[src/rtl/lidar_rpm_tracker_scan_sizer_macros.svh]
// Assertion macros shared by the scan sizer RTL.
`ifndef LIDAR_RPM_TRACKER_SCAN_SIZER_MACROS_SVH
`define LIDAR_RPM_TRACKER_SCAN_SIZER_MACROS_SVH

// Same-cycle implication, sampled on clk, off while rst_n is low
`define LRSS_ASSERT_IMP(lbl, ante, cons) \
  lbl: assert property (@(posedge clk) disable iff (!rst_n) (ante) |-> (cons)) \
    else $error("scan sizer: same-cycle check failed");

// Next-cycle implication, sampled on clk, off while rst_n is low
`define LRSS_ASSERT_NXT(lbl, ante, cons) \
  lbl: assert property (@(posedge clk) disable iff (!rst_n) (ante) |=> (cons)) \
    else $error("scan sizer: next-cycle check failed");

`endif

[src/rtl/lrss_pkg.sv]
// Types, constants and table functions of the lidar scan sizer.
`default_nettype none
package lrss_pkg;

  // sequencer states
  typedef enum logic [3:0] {
    ST_IDLE,
    ST_DELTA,
    ST_RMUL,
    ST_RDIV,
    ST_IMUL1,
    ST_IMUL2,
    ST_KMUL,
    ST_DMUL,
    ST_PDIV,
    ST_OUT
  } state_t;

  // configuration register indexes
  typedef enum logic [1:0] {
    REG_ALPHA = 2'd0,
    REG_FIRING = 2'd1,
    REG_SLOTS = 2'd2,
    REG_INIT_RPM = 2'd3
  } cfg_reg_t;

  localparam logic [17:0] AZM_WRAP = 18'd36000;
  localparam logic [17:0] AZM_WRAP2 = 18'd72000;
  localparam logic [33:0] TIME_WRAP = 34'd3600000000;
  localparam logic [33:0] TIME_WRAP2 = 34'd7200000000;
  localparam logic [13:0] RATE_SCALE = 14'd10000;
  localparam logic [37:0] K_BASE = 38'd156250000000;
  localparam logic [16:0] ALPHA_ONE = 17'd65536;
  localparam logic [15:0] ROUND_HALF = 16'd32768;

  localparam logic [7:0] MODE_DUAL = 8'd57;
  localparam logic [7:0] MODEL_SINGLE_A = 8'd34;
  localparam logic [7:0] MODEL_SINGLE_B = 8'd36;
  localparam logic [7:0] MODEL_OCTAL_A = 8'd161;
  localparam logic [7:0] MODEL_OCTAL_B = 8'd99;

  // reset values of the registers
  localparam logic [16:0] ALPHA_RST = 17'd65470;
  localparam logic [29:0] FIRING_RST = 30'd139200000;
  localparam logic [6:0] SLOTS_RST = 7'd32;
  localparam logic [11:0] INIT_RPM_RST = 12'd600;

  // log2 of concurrent beams: 1, 2 or 8
  function automatic logic [1:0] beam_shift(input logic [7:0] model);
    logic [1:0] s;
    if (model == MODEL_SINGLE_A || model == MODEL_SINGLE_B) begin
      s = 2'd0;
    end else if (model == MODEL_OCTAL_A || model == MODEL_OCTAL_B) begin
      s = 2'd3;
    end else begin
      s = 2'd1;
    end
    return s;
  endfunction

  // packet multiplier of the return mode
  function automatic logic [1:0] mode_mult(input logic [7:0] mode, input logic [7:0] model);
    logic [1:0] m;
    if (mode != MODE_DUAL) begin
      m = 2'd1;
    end else if (model == MODEL_OCTAL_A || model == MODEL_OCTAL_B) begin
      m = 2'd3;
    end else begin
      m = 2'd2;
    end
    return m;
  endfunction

endpackage
`default_nettype wire

[src/rtl/lidar_rpm_tracker_scan_sizer.sv]
// Top level: rotation rate tracker and next-scan packet count.
//
// Channel  Dir  Handshake             Payload
// in_      in   in_tvalid/in_tready   tdata time,azimuth; tuser mode,model; tlast
// out_     out  out_tvalid/out_tready tdata count,rpm,mean
// cfg_     in   cfg_valid/cfg_ready   cfg_index, cfg_data
//
// One item at a time through a bit-serial shift-add multiplier and a
// restoring divider, one bit per cycle each. A scan's first packet only
// records its time and azimuth, unless it is also the last. Other packets
// pass wrap reduction and, when the time delta is not zero, the rate multiply
// and divide and the two filter products; a scan's last packet adds the
// packet-count products, the packet-count divide and the result load.
// Synchronous active-low reset, no clearing pass. The result register holds
// while out_tready is low; the next item is taken meanwhile, and the
// sequencer waits in its final state only if the old result is still there.
`default_nettype none
`include "lidar_rpm_tracker_scan_sizer_macros.svh"
module lidar_rpm_tracker_scan_sizer #(
  parameter int FRAC_BITS = 16
) (
  input  wire logic        clk,
  input  wire logic        rst_n,
  input  wire logic        in_tvalid,
  output logic             in_tready,
  input  wire logic [47:0] in_tdata,   // [31:0] time_of_hour_us, [47:32] azimuth_centideg
  input  wire logic [15:0] in_tuser,   // [7:0] return_mode, [15:8] model_id
  input  wire logic        in_tlast,   // last_in_scan
  output logic             out_tvalid,
  input  wire logic        out_tready,
  output logic [79:0]      out_tdata,  // [15:0] count, [47:16] rpm q16, [79:48] mean time
  input  wire logic        cfg_valid,
  output logic             cfg_ready,
  input  wire logic [1:0]  cfg_index,
  input  wire logic [29:0] cfg_data
);

  localparam int NW = 48 + 2 * FRAC_BITS;
  localparam int QW = (FRAC_BITS + 20 > 32) ? FRAC_BITS + 20 : 32;
  localparam int CW = $clog2(NW + 1);
  localparam int PW = FRAC_BITS + 20;
  localparam int CRW = FRAC_BITS + 2;

  // whole rpm into the fixed-point estimate, saturated
  function automatic logic [31:0] rpm_load(input logic [11:0] w);
    logic [47:0] v;
    v = 48'(w) << FRAC_BITS;
    return (|v[47:32]) ? 32'hFFFF_FFFF : v[31:0];
  endfunction

  lrss_pkg::state_t state_r, state_nxt;

  // configuration
  logic [16:0] alpha_r;
  logic [29:0] fc_r;
  logic [6:0]  slots_r;

  // tracker state
  logic [31:0] t_r, prev_t_r, first_r, rpm_r;
  logic [15:0] prev_azm_r;
  logic [7:0]  mode_r, model_r;
  logic        last_r, pending_r;
  logic [CRW-1:0] carry_r;

  // wrap reduction
  logic [17:0] dazm_r;
  logic [33:0] dtime_r;

  // serial multiplier
  logic [61:0] acc_r, mcand_r;
  logic [29:0] mplier_r;
  logic [47:0] k_r;

  // serial divider
  logic [NW-1:0] num_r;
  logic [62:0]   rem_r;
  logic [61:0]   den_r;
  logic [QW-1:0] q_r;
  logic          ovf_r, div_pkts_r;
  logic [CW-1:0] cnt_r;

  // result register
  logic        out_valid_r;
  logic [15:0] out_count_r;
  logic [31:0] out_rpm_r, out_mean_r;

  logic in_acc, out_free, mul_done, div_done, delta_done, mul_st, div_st, out_load;
  logic [16:0] a_clamp, a_comp;
  logic [31:0] rate_sat;
  logic [62:0] rem_sh;
  logic        q_bit, q_top;
  logic [PW-1:0]  pkts_v;
  logic [PW:0]    sum_v;
  logic [20:0]    whole_v;
  logic [FRAC_BITS-1:0] frac_v;
  logic [22:0]    whole23;
  logic [22:0]    count_v;
  logic [CRW-1:0] frac_x, carry_v;
  logic [1:0]     mult_v;
  logic [32:0]    mean_sum;

  assign in_acc     = in_tvalid & in_tready;
  assign out_free   = ~out_valid_r | out_tready;
  assign mul_done   = (mplier_r == '0);
  assign div_done   = (cnt_r == '0);
  assign delta_done = (dazm_r < lrss_pkg::AZM_WRAP) && (dtime_r < lrss_pkg::TIME_WRAP);
  assign a_clamp    = alpha_r[16] ? lrss_pkg::ALPHA_ONE : alpha_r;
  assign a_comp     = lrss_pkg::ALPHA_ONE - a_clamp;
  assign rate_sat   = ovf_r ? 32'hFFFF_FFFF : q_r[31:0];
  assign rem_sh     = {rem_r[61:0], num_r[NW-1]};
  assign q_bit      = (rem_sh >= {1'b0, den_r});
  assign q_top      = div_pkts_r ? q_r[PW-1] : q_r[31];
  assign cfg_ready  = 1'b1;

  // packet count from the divider result
  always_comb begin
    pkts_v  = ovf_r ? {PW{1'b1}} : q_r[PW-1:0];
    sum_v   = {1'b0, pkts_v} + (PW + 1)'(carry_r);
    whole_v = sum_v[PW:FRAC_BITS];
    frac_v  = sum_v[FRAC_BITS-1:0];
    whole23 = {2'b00, whole_v};
    frac_x  = {2'b00, frac_v};
    mult_v  = lrss_pkg::mode_mult(mode_r, model_r);
    unique case (mult_v)
      2'd3: begin
        count_v = whole23 + (whole23 << 1);
        carry_v = frac_x + (frac_x << 1);
      end
      2'd2: begin
        count_v = whole23 << 1;
        carry_v = frac_x << 1;
      end
      default: begin
        count_v = whole23;
        carry_v = frac_x;
      end
    endcase
    mean_sum = {1'b0, first_r} + {1'b0, t_r};
  end

  // next state
  always_comb begin
    state_nxt = state_r;
    unique case (state_r)
      lrss_pkg::ST_IDLE: begin
        if (in_acc) begin
          if (pending_r) begin
            state_nxt = in_tlast ? lrss_pkg::ST_KMUL : lrss_pkg::ST_IDLE;
          end else begin
            state_nxt = lrss_pkg::ST_DELTA;
          end
        end
      end
      lrss_pkg::ST_DELTA: begin
        if (delta_done) begin
          if (dtime_r == '0) begin
            state_nxt = last_r ? lrss_pkg::ST_KMUL : lrss_pkg::ST_IDLE;
          end else begin
            state_nxt = lrss_pkg::ST_RMUL;
          end
        end
      end
      lrss_pkg::ST_RMUL:  if (mul_done) state_nxt = lrss_pkg::ST_RDIV;
      lrss_pkg::ST_RDIV:  if (div_done) state_nxt = lrss_pkg::ST_IMUL1;
      lrss_pkg::ST_IMUL1: if (mul_done) state_nxt = lrss_pkg::ST_IMUL2;
      lrss_pkg::ST_IMUL2: begin
        if (mul_done) state_nxt = last_r ? lrss_pkg::ST_KMUL : lrss_pkg::ST_IDLE;
      end
      lrss_pkg::ST_KMUL:  if (mul_done) state_nxt = lrss_pkg::ST_DMUL;
      lrss_pkg::ST_DMUL:  if (mul_done) state_nxt = lrss_pkg::ST_PDIV;
      lrss_pkg::ST_PDIV:  if (div_done) state_nxt = lrss_pkg::ST_OUT;
      lrss_pkg::ST_OUT:   if (out_free) state_nxt = lrss_pkg::ST_IDLE;
      default:            state_nxt = lrss_pkg::ST_IDLE;
    endcase
  end

  // state decode
  always_comb begin
    in_tready = (state_r == lrss_pkg::ST_IDLE);
    mul_st    = (state_r == lrss_pkg::ST_RMUL) || (state_r == lrss_pkg::ST_IMUL1) ||
                (state_r == lrss_pkg::ST_IMUL2) || (state_r == lrss_pkg::ST_KMUL) ||
                (state_r == lrss_pkg::ST_DMUL);
    div_st    = (state_r == lrss_pkg::ST_RDIV) || (state_r == lrss_pkg::ST_PDIV);
    out_load  = (state_r == lrss_pkg::ST_OUT) && out_free;
  end

  always_ff @(posedge clk) begin
    if (!rst_n) begin
      state_r <= lrss_pkg::ST_IDLE;
    end else begin
      state_r <= state_nxt;
    end
  end

  // datapath and tracker state
  always_ff @(posedge clk) begin
    if (!rst_n) begin
      alpha_r     <= lrss_pkg::ALPHA_RST;
      fc_r        <= lrss_pkg::FIRING_RST;
      slots_r     <= lrss_pkg::SLOTS_RST;
      rpm_r       <= rpm_load(lrss_pkg::INIT_RPM_RST);
      prev_t_r    <= '0;
      prev_azm_r  <= '0;
      first_r     <= '0;
      carry_r     <= '0;
      pending_r   <= 1'b1;
      mplier_r    <= '0;
      cnt_r       <= '0;
      out_valid_r <= 1'b0;
    end else begin
      // configuration writes
      if (cfg_valid) begin
        unique case (lrss_pkg::cfg_reg_t'(cfg_index))
          lrss_pkg::REG_ALPHA:    alpha_r <= cfg_data[16:0];
          lrss_pkg::REG_FIRING:   fc_r    <= cfg_data;
          lrss_pkg::REG_SLOTS:    slots_r <= cfg_data[6:0];
          lrss_pkg::REG_INIT_RPM: rpm_r   <= rpm_load(cfg_data[11:0]);
        endcase
      end

      // item capture and raw deltas
      if (in_acc) begin
        t_r        <= in_tdata[31:0];
        mode_r     <= in_tuser[7:0];
        model_r    <= in_tuser[15:8];
        last_r     <= in_tlast;
        prev_t_r   <= in_tdata[31:0];
        prev_azm_r <= in_tdata[47:32];
        dazm_r     <= 18'(in_tdata[47:32]) + lrss_pkg::AZM_WRAP2 - 18'(prev_azm_r);
        dtime_r    <= 34'(in_tdata[31:0]) + lrss_pkg::TIME_WRAP2 - 34'(prev_t_r);
        if (pending_r) begin
          first_r   <= in_tdata[31:0];
          pending_r <= 1'b0;
        end
      end

      // wrap reduction, one subtract per cycle
      if (state_r == lrss_pkg::ST_DELTA) begin
        if (dazm_r >= lrss_pkg::AZM_WRAP) dazm_r <= dazm_r - lrss_pkg::AZM_WRAP;
        if (dtime_r >= lrss_pkg::TIME_WRAP) dtime_r <= dtime_r - lrss_pkg::TIME_WRAP;
      end

      // shift-add multiplier step
      if (mul_st && !mul_done) begin
        if (mplier_r[0]) acc_r <= acc_r + mcand_r;
        mcand_r  <= mcand_r << 1;
        mplier_r <= mplier_r >> 1;
      end

      // restoring divider step
      if (div_st && !div_done) begin
        rem_r <= q_bit ? (rem_sh - {1'b0, den_r}) : rem_sh;
        q_r   <= {q_r[QW-2:0], q_bit};
        if (q_top) ovf_r <= 1'b1;
        num_r <= num_r << 1;
        cnt_r <= cnt_r - 1'b1;
      end

      // smoothed estimate after both products
      if (state_r == lrss_pkg::ST_IMUL2 && mul_done) rpm_r <= acc_r[47:16];

      // result register
      if (out_load) begin
        out_valid_r <= 1'b1;
        out_count_r <= (|count_v[22:16]) ? 16'hFFFF : count_v[15:0];
        out_rpm_r   <= rpm_r;
        out_mean_r  <= mean_sum[32:1];
        carry_r     <= carry_v;
        pending_r   <= 1'b1;
      end else if (out_tready) begin
        out_valid_r <= 1'b0;
      end

      // operand loads on entry to a state
      if (state_nxt != state_r) begin
        unique case (state_nxt)
          lrss_pkg::ST_RMUL: begin
            acc_r    <= '0;
            mcand_r  <= 62'(lrss_pkg::RATE_SCALE);
            mplier_r <= 30'(dazm_r[15:0]);
          end
          lrss_pkg::ST_RDIV: begin
            num_r      <= {acc_r[28:0], {(NW - 29){1'b0}}};
            rem_r      <= '0;
            q_r        <= '0;
            ovf_r      <= 1'b0;
            div_pkts_r <= 1'b0;
            cnt_r      <= CW'(29 + FRAC_BITS);
            den_r      <= (62'(dtime_r) << 2) + (62'(dtime_r) << 1);
          end
          lrss_pkg::ST_IMUL1: begin
            acc_r    <= 62'(lrss_pkg::ROUND_HALF);
            mcand_r  <= 62'(rpm_r);
            mplier_r <= 30'(a_clamp);
          end
          lrss_pkg::ST_IMUL2: begin
            mcand_r  <= 62'(rate_sat);
            mplier_r <= 30'(a_comp);
          end
          lrss_pkg::ST_KMUL: begin
            acc_r    <= '0;
            mcand_r  <= 62'(lrss_pkg::K_BASE);
            mplier_r <= 30'(slots_r);
          end
          lrss_pkg::ST_DMUL: begin
            k_r      <= {3'b000, acc_r[44:0]} << lrss_pkg::beam_shift(model_r);
            acc_r    <= '0;
            mcand_r  <= 62'(rpm_r);
            mplier_r <= fc_r;
          end
          lrss_pkg::ST_PDIV: begin
            num_r      <= {k_r, {(2 * FRAC_BITS){1'b0}}};
            rem_r      <= '0;
            q_r        <= '0;
            ovf_r      <= 1'b0;
            div_pkts_r <= 1'b1;
            cnt_r      <= CW'(NW);
            den_r      <= acc_r;
          end
          default: begin
          end
        endcase
      end
    end
  end

  assign out_tvalid = out_valid_r;
  assign out_tdata  = {out_mean_r, out_rpm_r, out_count_r};

  // a waiting result is never overwritten
  `LRSS_ASSERT_NXT(a_out_hold, (state_r == lrss_pkg::ST_OUT) && out_valid_r && !out_tready, (state_r == lrss_pkg::ST_OUT))
  // one item at a time; only a scan's opening packet that is not its last frees the input at once
  `LRSS_ASSERT_NXT(a_one_item, in_acc && !(pending_r && !in_tlast), !in_tready)
  // rate divide keeps its remainder below the divisor
  `LRSS_ASSERT_IMP(a_rem_bound, (state_r == lrss_pkg::ST_RDIV), (rem_r < {1'b0, den_r}))

endmodule
`default_nettype wire

[config.mk]
export PLATFORM = sky130hd
export DESIGN_NAME = lidar_rpm_tracker_scan_sizer
export DESIGN_NICKNAME = d
export VERILOG_FILES = /design/src/rtl/lrss_pkg.sv /design/src/rtl/lidar_rpm_tracker_scan_sizer.sv
export VERILOG_INCLUDE_DIRS = /design/src /design/src/rtl
export SDC_FILE = /design/constraint.sdc
export NUM_CORES = 2
export LEC_CHECK = 0
export BUFFER_PORTS_ARGS = -buffer_cell sky130_fd_sc_hd__buf_2
export CAP_MARGIN = 20
export CORE_MARGIN = 2
export CORE_UTILIZATION = 56
export DETAILED_ROUTE_END_ITERATION = 7
export PLACE_DENSITY = 0.73
export REMOVE_ABC_BUFFERS = 1
export SLEW_MARGIN = 25
export SYNTH_ARGS = -nofsm -noshare
export SYNTH_HDL_FRONTEND = slang
export SYNTH_SLANG_ARGS = --single-unit
[constraint.sdc]
create_clock -name clk -period 7.6 [get_ports clk]
set_input_delay 0.76 -clock clk [delete_from_list [all_inputs] [get_ports clk]]
set_output_delay 0.76 -clock clk [all_outputs]
set_load 0.01 [all_outputs]
==> summary.txt <==
Run status
  – Outcome: complete, no violations

Timing
  – Slew headroom: 26.7%
  – Final Max Slew Viols: 0
  – Final hold viol count: 0
  – Worst-margin pin slew: 1100 ps
  – Setup TNS: 0 ps
  – Max Clk Rate: 143 MHz
  – RSZ-0062 raised after global routing: false
  – Post-layout min period: ~7000 ps
  – Skew final: 36.0 ps
  – # setup viols final: 0
  – Final period util: 92.0%

Synthesis
  – Synth area leaders: edfxtp_1, ha_1, dfxtp_1
  – Post-synth EDFFs: 595
  – Synthesis Warnings: 0
  – Area leader, netlist: edfxtp_1
  – Syn Inst Count: 6,044
  – Avg Cell Area, Syn: 8.93 um2
  – Synth top area share: between 30% and 40%
  – Seq/Total Area, Yosys: approximately two fifths
  – Share of flip-flops with an asynchronous set or reset: 0%
  – Synthesis-stage register bit count: ~820
  – Netlist Area Pre-Place: 54,000 um2
  – Main flop type after synthesis: edfxtp_1
  – Number of distinct library cells after synthesis: 106

Floorplanning
  – Rows: 113
  – Core area: around 95,000 um2
  – Die Wd: 314 um
  – Initial core utilization: roughly 57%
  – Die area: about 99,000 um2
  – # IOs: 185
  – Die Ht: 314 um

Setup path
  – CP Buf/Inv Count: 1
  – Slowest stage cell on the critical path: edfxtp_1
  – Worst endpoint required time: 7990 ps
  – Worst Setup Start Kind: flip-flop
  – Arr. time, crit path: 7380 ps
  – Worst setup EP type: flip-flop
  – CP max FO: 18
  – Worst path max stage delay: about 650 ps
  – Delay-heaviest family, CP: compound AO/OA/AOI/OAI gates
  – CP cell instances: or2_2 > ha_1 > fa_1 > a211oi_1 > o211ai_2 > a31oi_2 > o211ai_2 > nand2_1 > xor2_1 > ha_1 > a211oi_1 > o211ai_1 > a21oi_1 > a21oi_1 > o41ai_2 > xor2_1 > a21oi_1 > a21oi_1 > o211ai_1 > inv_1 > o2111ai_1
  – CP most frequent cell: a21oi_1
  – Crit Path Class: flip-flop to flip-flop

Clocking
  – Root Driver: clkbuf_16
  – CTS Buf Count: 93
  – Longest Clk Path Bufs: 3
  – H-tree level count: 3
  – Setup bufs post-CTS: 0
  – Clock Sink Count: 822
  – Worst-path clk slew: 60 ps
  – CTS tree: done
  – Post-CTS Hold Buffers: 0
  – Worst-skew pair later-pin latency: 690 ps

Layout
  – Share of cells above drive strength 1: 9.28%
  – Fill count: approximately 8,200
  – Layout net count: approximately 6,500
  – Final Non-Filler Cells: 7,387
  – Layout area overhead: 8.83%
  – Util after Layout: around three fifths

Run
  – Max cap viols: 0

Placement
  – Port bufs: around 180
  – DP Cell Count: 7,213
  – GPL Wtd Cong: 0.952
  – DP Wirelength: 105,000 um

Power
  – Sw Share: approximately 41%
  – Total power: 20.7 mW
  – Clk pwr share: a little over a fifth
  – Internal cell power: roughly 12 mW
  – Peak VDD IR: around 0.39 mV
  – Part of the power in registers: 33.8%
  – LEAKAGE: 23.6 nW
  – Psw: about 8.5 mW
  – Share of power burned in combinational logic: between 40% and 50%
  – PwrDens: 353 nW/um2

Route
  – Via count: 45,700
  – Drt total wl: 150,000 um
  – Routed Antenna Nets: 0
  – Routed WL per cell: just over 20 um
  – DRT iter0 DRCs: about 4,700
  – Vias per inst: about 6.2
  – Drt drc: 0
  – Drt first pass iters: 6

GRT
  – GRT overflow: 0
  – First-pass GRT wire length: 237,000 um
  – Initial antenna violation count: 3
  – All-Layer GR Usage: 29.7%
  – Largest net degree at the start of global routing: 121
  – Vias in the first global route: 42,800

Worst hold path
  – Hold Crit Class: input port to flip-flop
==> metrics by stage <==
step / instance area, um2 / hold WS, ps / setup WS [ps]
2_1_floorplan: 52600 / 425 / -7260
3_3_place_gp: 55700 / 442 / 729
3_5_place_dp: 55700 / 446 / 591
4_1_cts: 58700 / 213 / 552
5_1_grt: 58700 / 228 / 61.2
6_report: 58700 / 246 / 610
==> Yosys cell counts (62+ instances only) <==
cell / count
a211oi_1: 129
a21o_1: 152
a21oi_1: 636
a21oi_2: 70
a31oi_1: 72
clkbuf_1: 265
dfxtp_1: 227
edfxtp_1: 595
ha_1: 380
inv_1: 294
mux2i_1: 122
nand2_1: 1024
nand3_1: 138
nand4_1: 62
nor2_1: 403
nor3_1: 96
o21ai_0: 290
xnor2_1: 149
xor2_1: 101
==> logic make-up (layout without fill, tap and decap cells) <==
logic type / Yosys count / in the layout / share of synthesized area, %
DFF: 822 / 822 / 41.5
buffers and inverters: 630 / 707 / 4.64
other: 1 / 2 / 0.00695
muxes: 127 / 127 / 2.39
adders and majority gates: 389 / 389 / 9.14
and+or+nand+nor: 2020 / 2020 / 16.5
xor gates and xnor gates: 250 / 250 / 4.06
AOI/OAI and AO/OA: 1805 / 1805 / 21.7
==> layer usage <==
metal	track usage, %	routed length [um]	vias to the layer above
met5	0	13	-
met4	9.08	4480	2
met2	47.1	67900	1713
met1	42.1	66400	21800
met3	4.47	11600	258
li1	-	-	21900
==> final timing paths <==
| kind | from | end | slack (ps) | depth (start not counted) |
|---|---|---|---|---|
| min | in_tuser[9] | model_r[1] | 250 | 1 |
| max reg2reg | ovf_r | out_count_r[10] | 610 | 21 |
| min reg2reg | prev_t_r[19] | prev_t_r[19] | 450 | 2 |
| max | ovf_r | out_count_r[10] | 610 | 21 |
==> cell usage in the layout, fill, tap and decap left out, drive strengths merged, types with 149 or more instances in the layout <==
cell	n
a21o	152
xnor2	149
nor2	408
ha	380
edfxtp	595
nand2	1024
buf	238
a21oi	706
dfxtp	227
o21ai	300
inv	298
==> power groups by stage <==
stage                     registers, mW  logic (mW)  clock network, mW
after floorplan                    6.63        6.91                  0
after global placement             7.04        8.77                  0
after detailed placement           7.06        8.94                  0
after CTS                          6.98        9.01               4.60
after global routing               7.08        10.1               4.76
final                              7.01        9.16               4.54
==> sequential cells by signal (all words and copies together) (netlist names), 16 cells and up <==
register,cells
out_rpm_r,32
out_mean_r,32
mplier_r,30
prev_t_r,32
den_r,62
dtime_r,34
mcand_r,62
k_r,48
out_count_r,16
rem_r,62
q_r,36
num_r,80
first_r,32
fc_r,30
prev_azm_r,16
dazm_r,18
t_r,32
rpm_r,32
alpha_r,17
carry_r,18
acc_r,62
==> worst register-to-register path, stage by stage, from the launching register on <==
cell and delay, ps:
edfxtp_1 650, or2_2 410, ha_1 210, fa_1 430, a211oi_1 440, o211ai_2 230
a31oi_2 340, o211ai_2 200, nand2_1 290, xor2_1 460, ha_1 330, a211oi_1 340
o211ai_1 200, a21oi_1 270, a21oi_1 190, o41ai_2 480, xor2_1 190, a21oi_1 80
a21oi_1 140, o211ai_1 260, inv_1 390, o2111ai_1 170
==> timing repair <==
item                                   CTS  global route
gates resized for setup                  0             2
setup endpoints to repair                0            15
endpoints found under the hold margin    0             0
==> final cells by class <==
cell class	count	area [um2]	area share, %
tap	1265	1580	2.70
timing repair buffer	238	1370	2.33
sequential	822	22400	38.2
clock buffer	130	2630	4.48
inverter	296	1120	1.90
antenna	1	2.50	0.00426
clock inverter	43	392	0.667
multi-input combinational	4592	29200	49.8
Power figures use the tool's default switching activity.
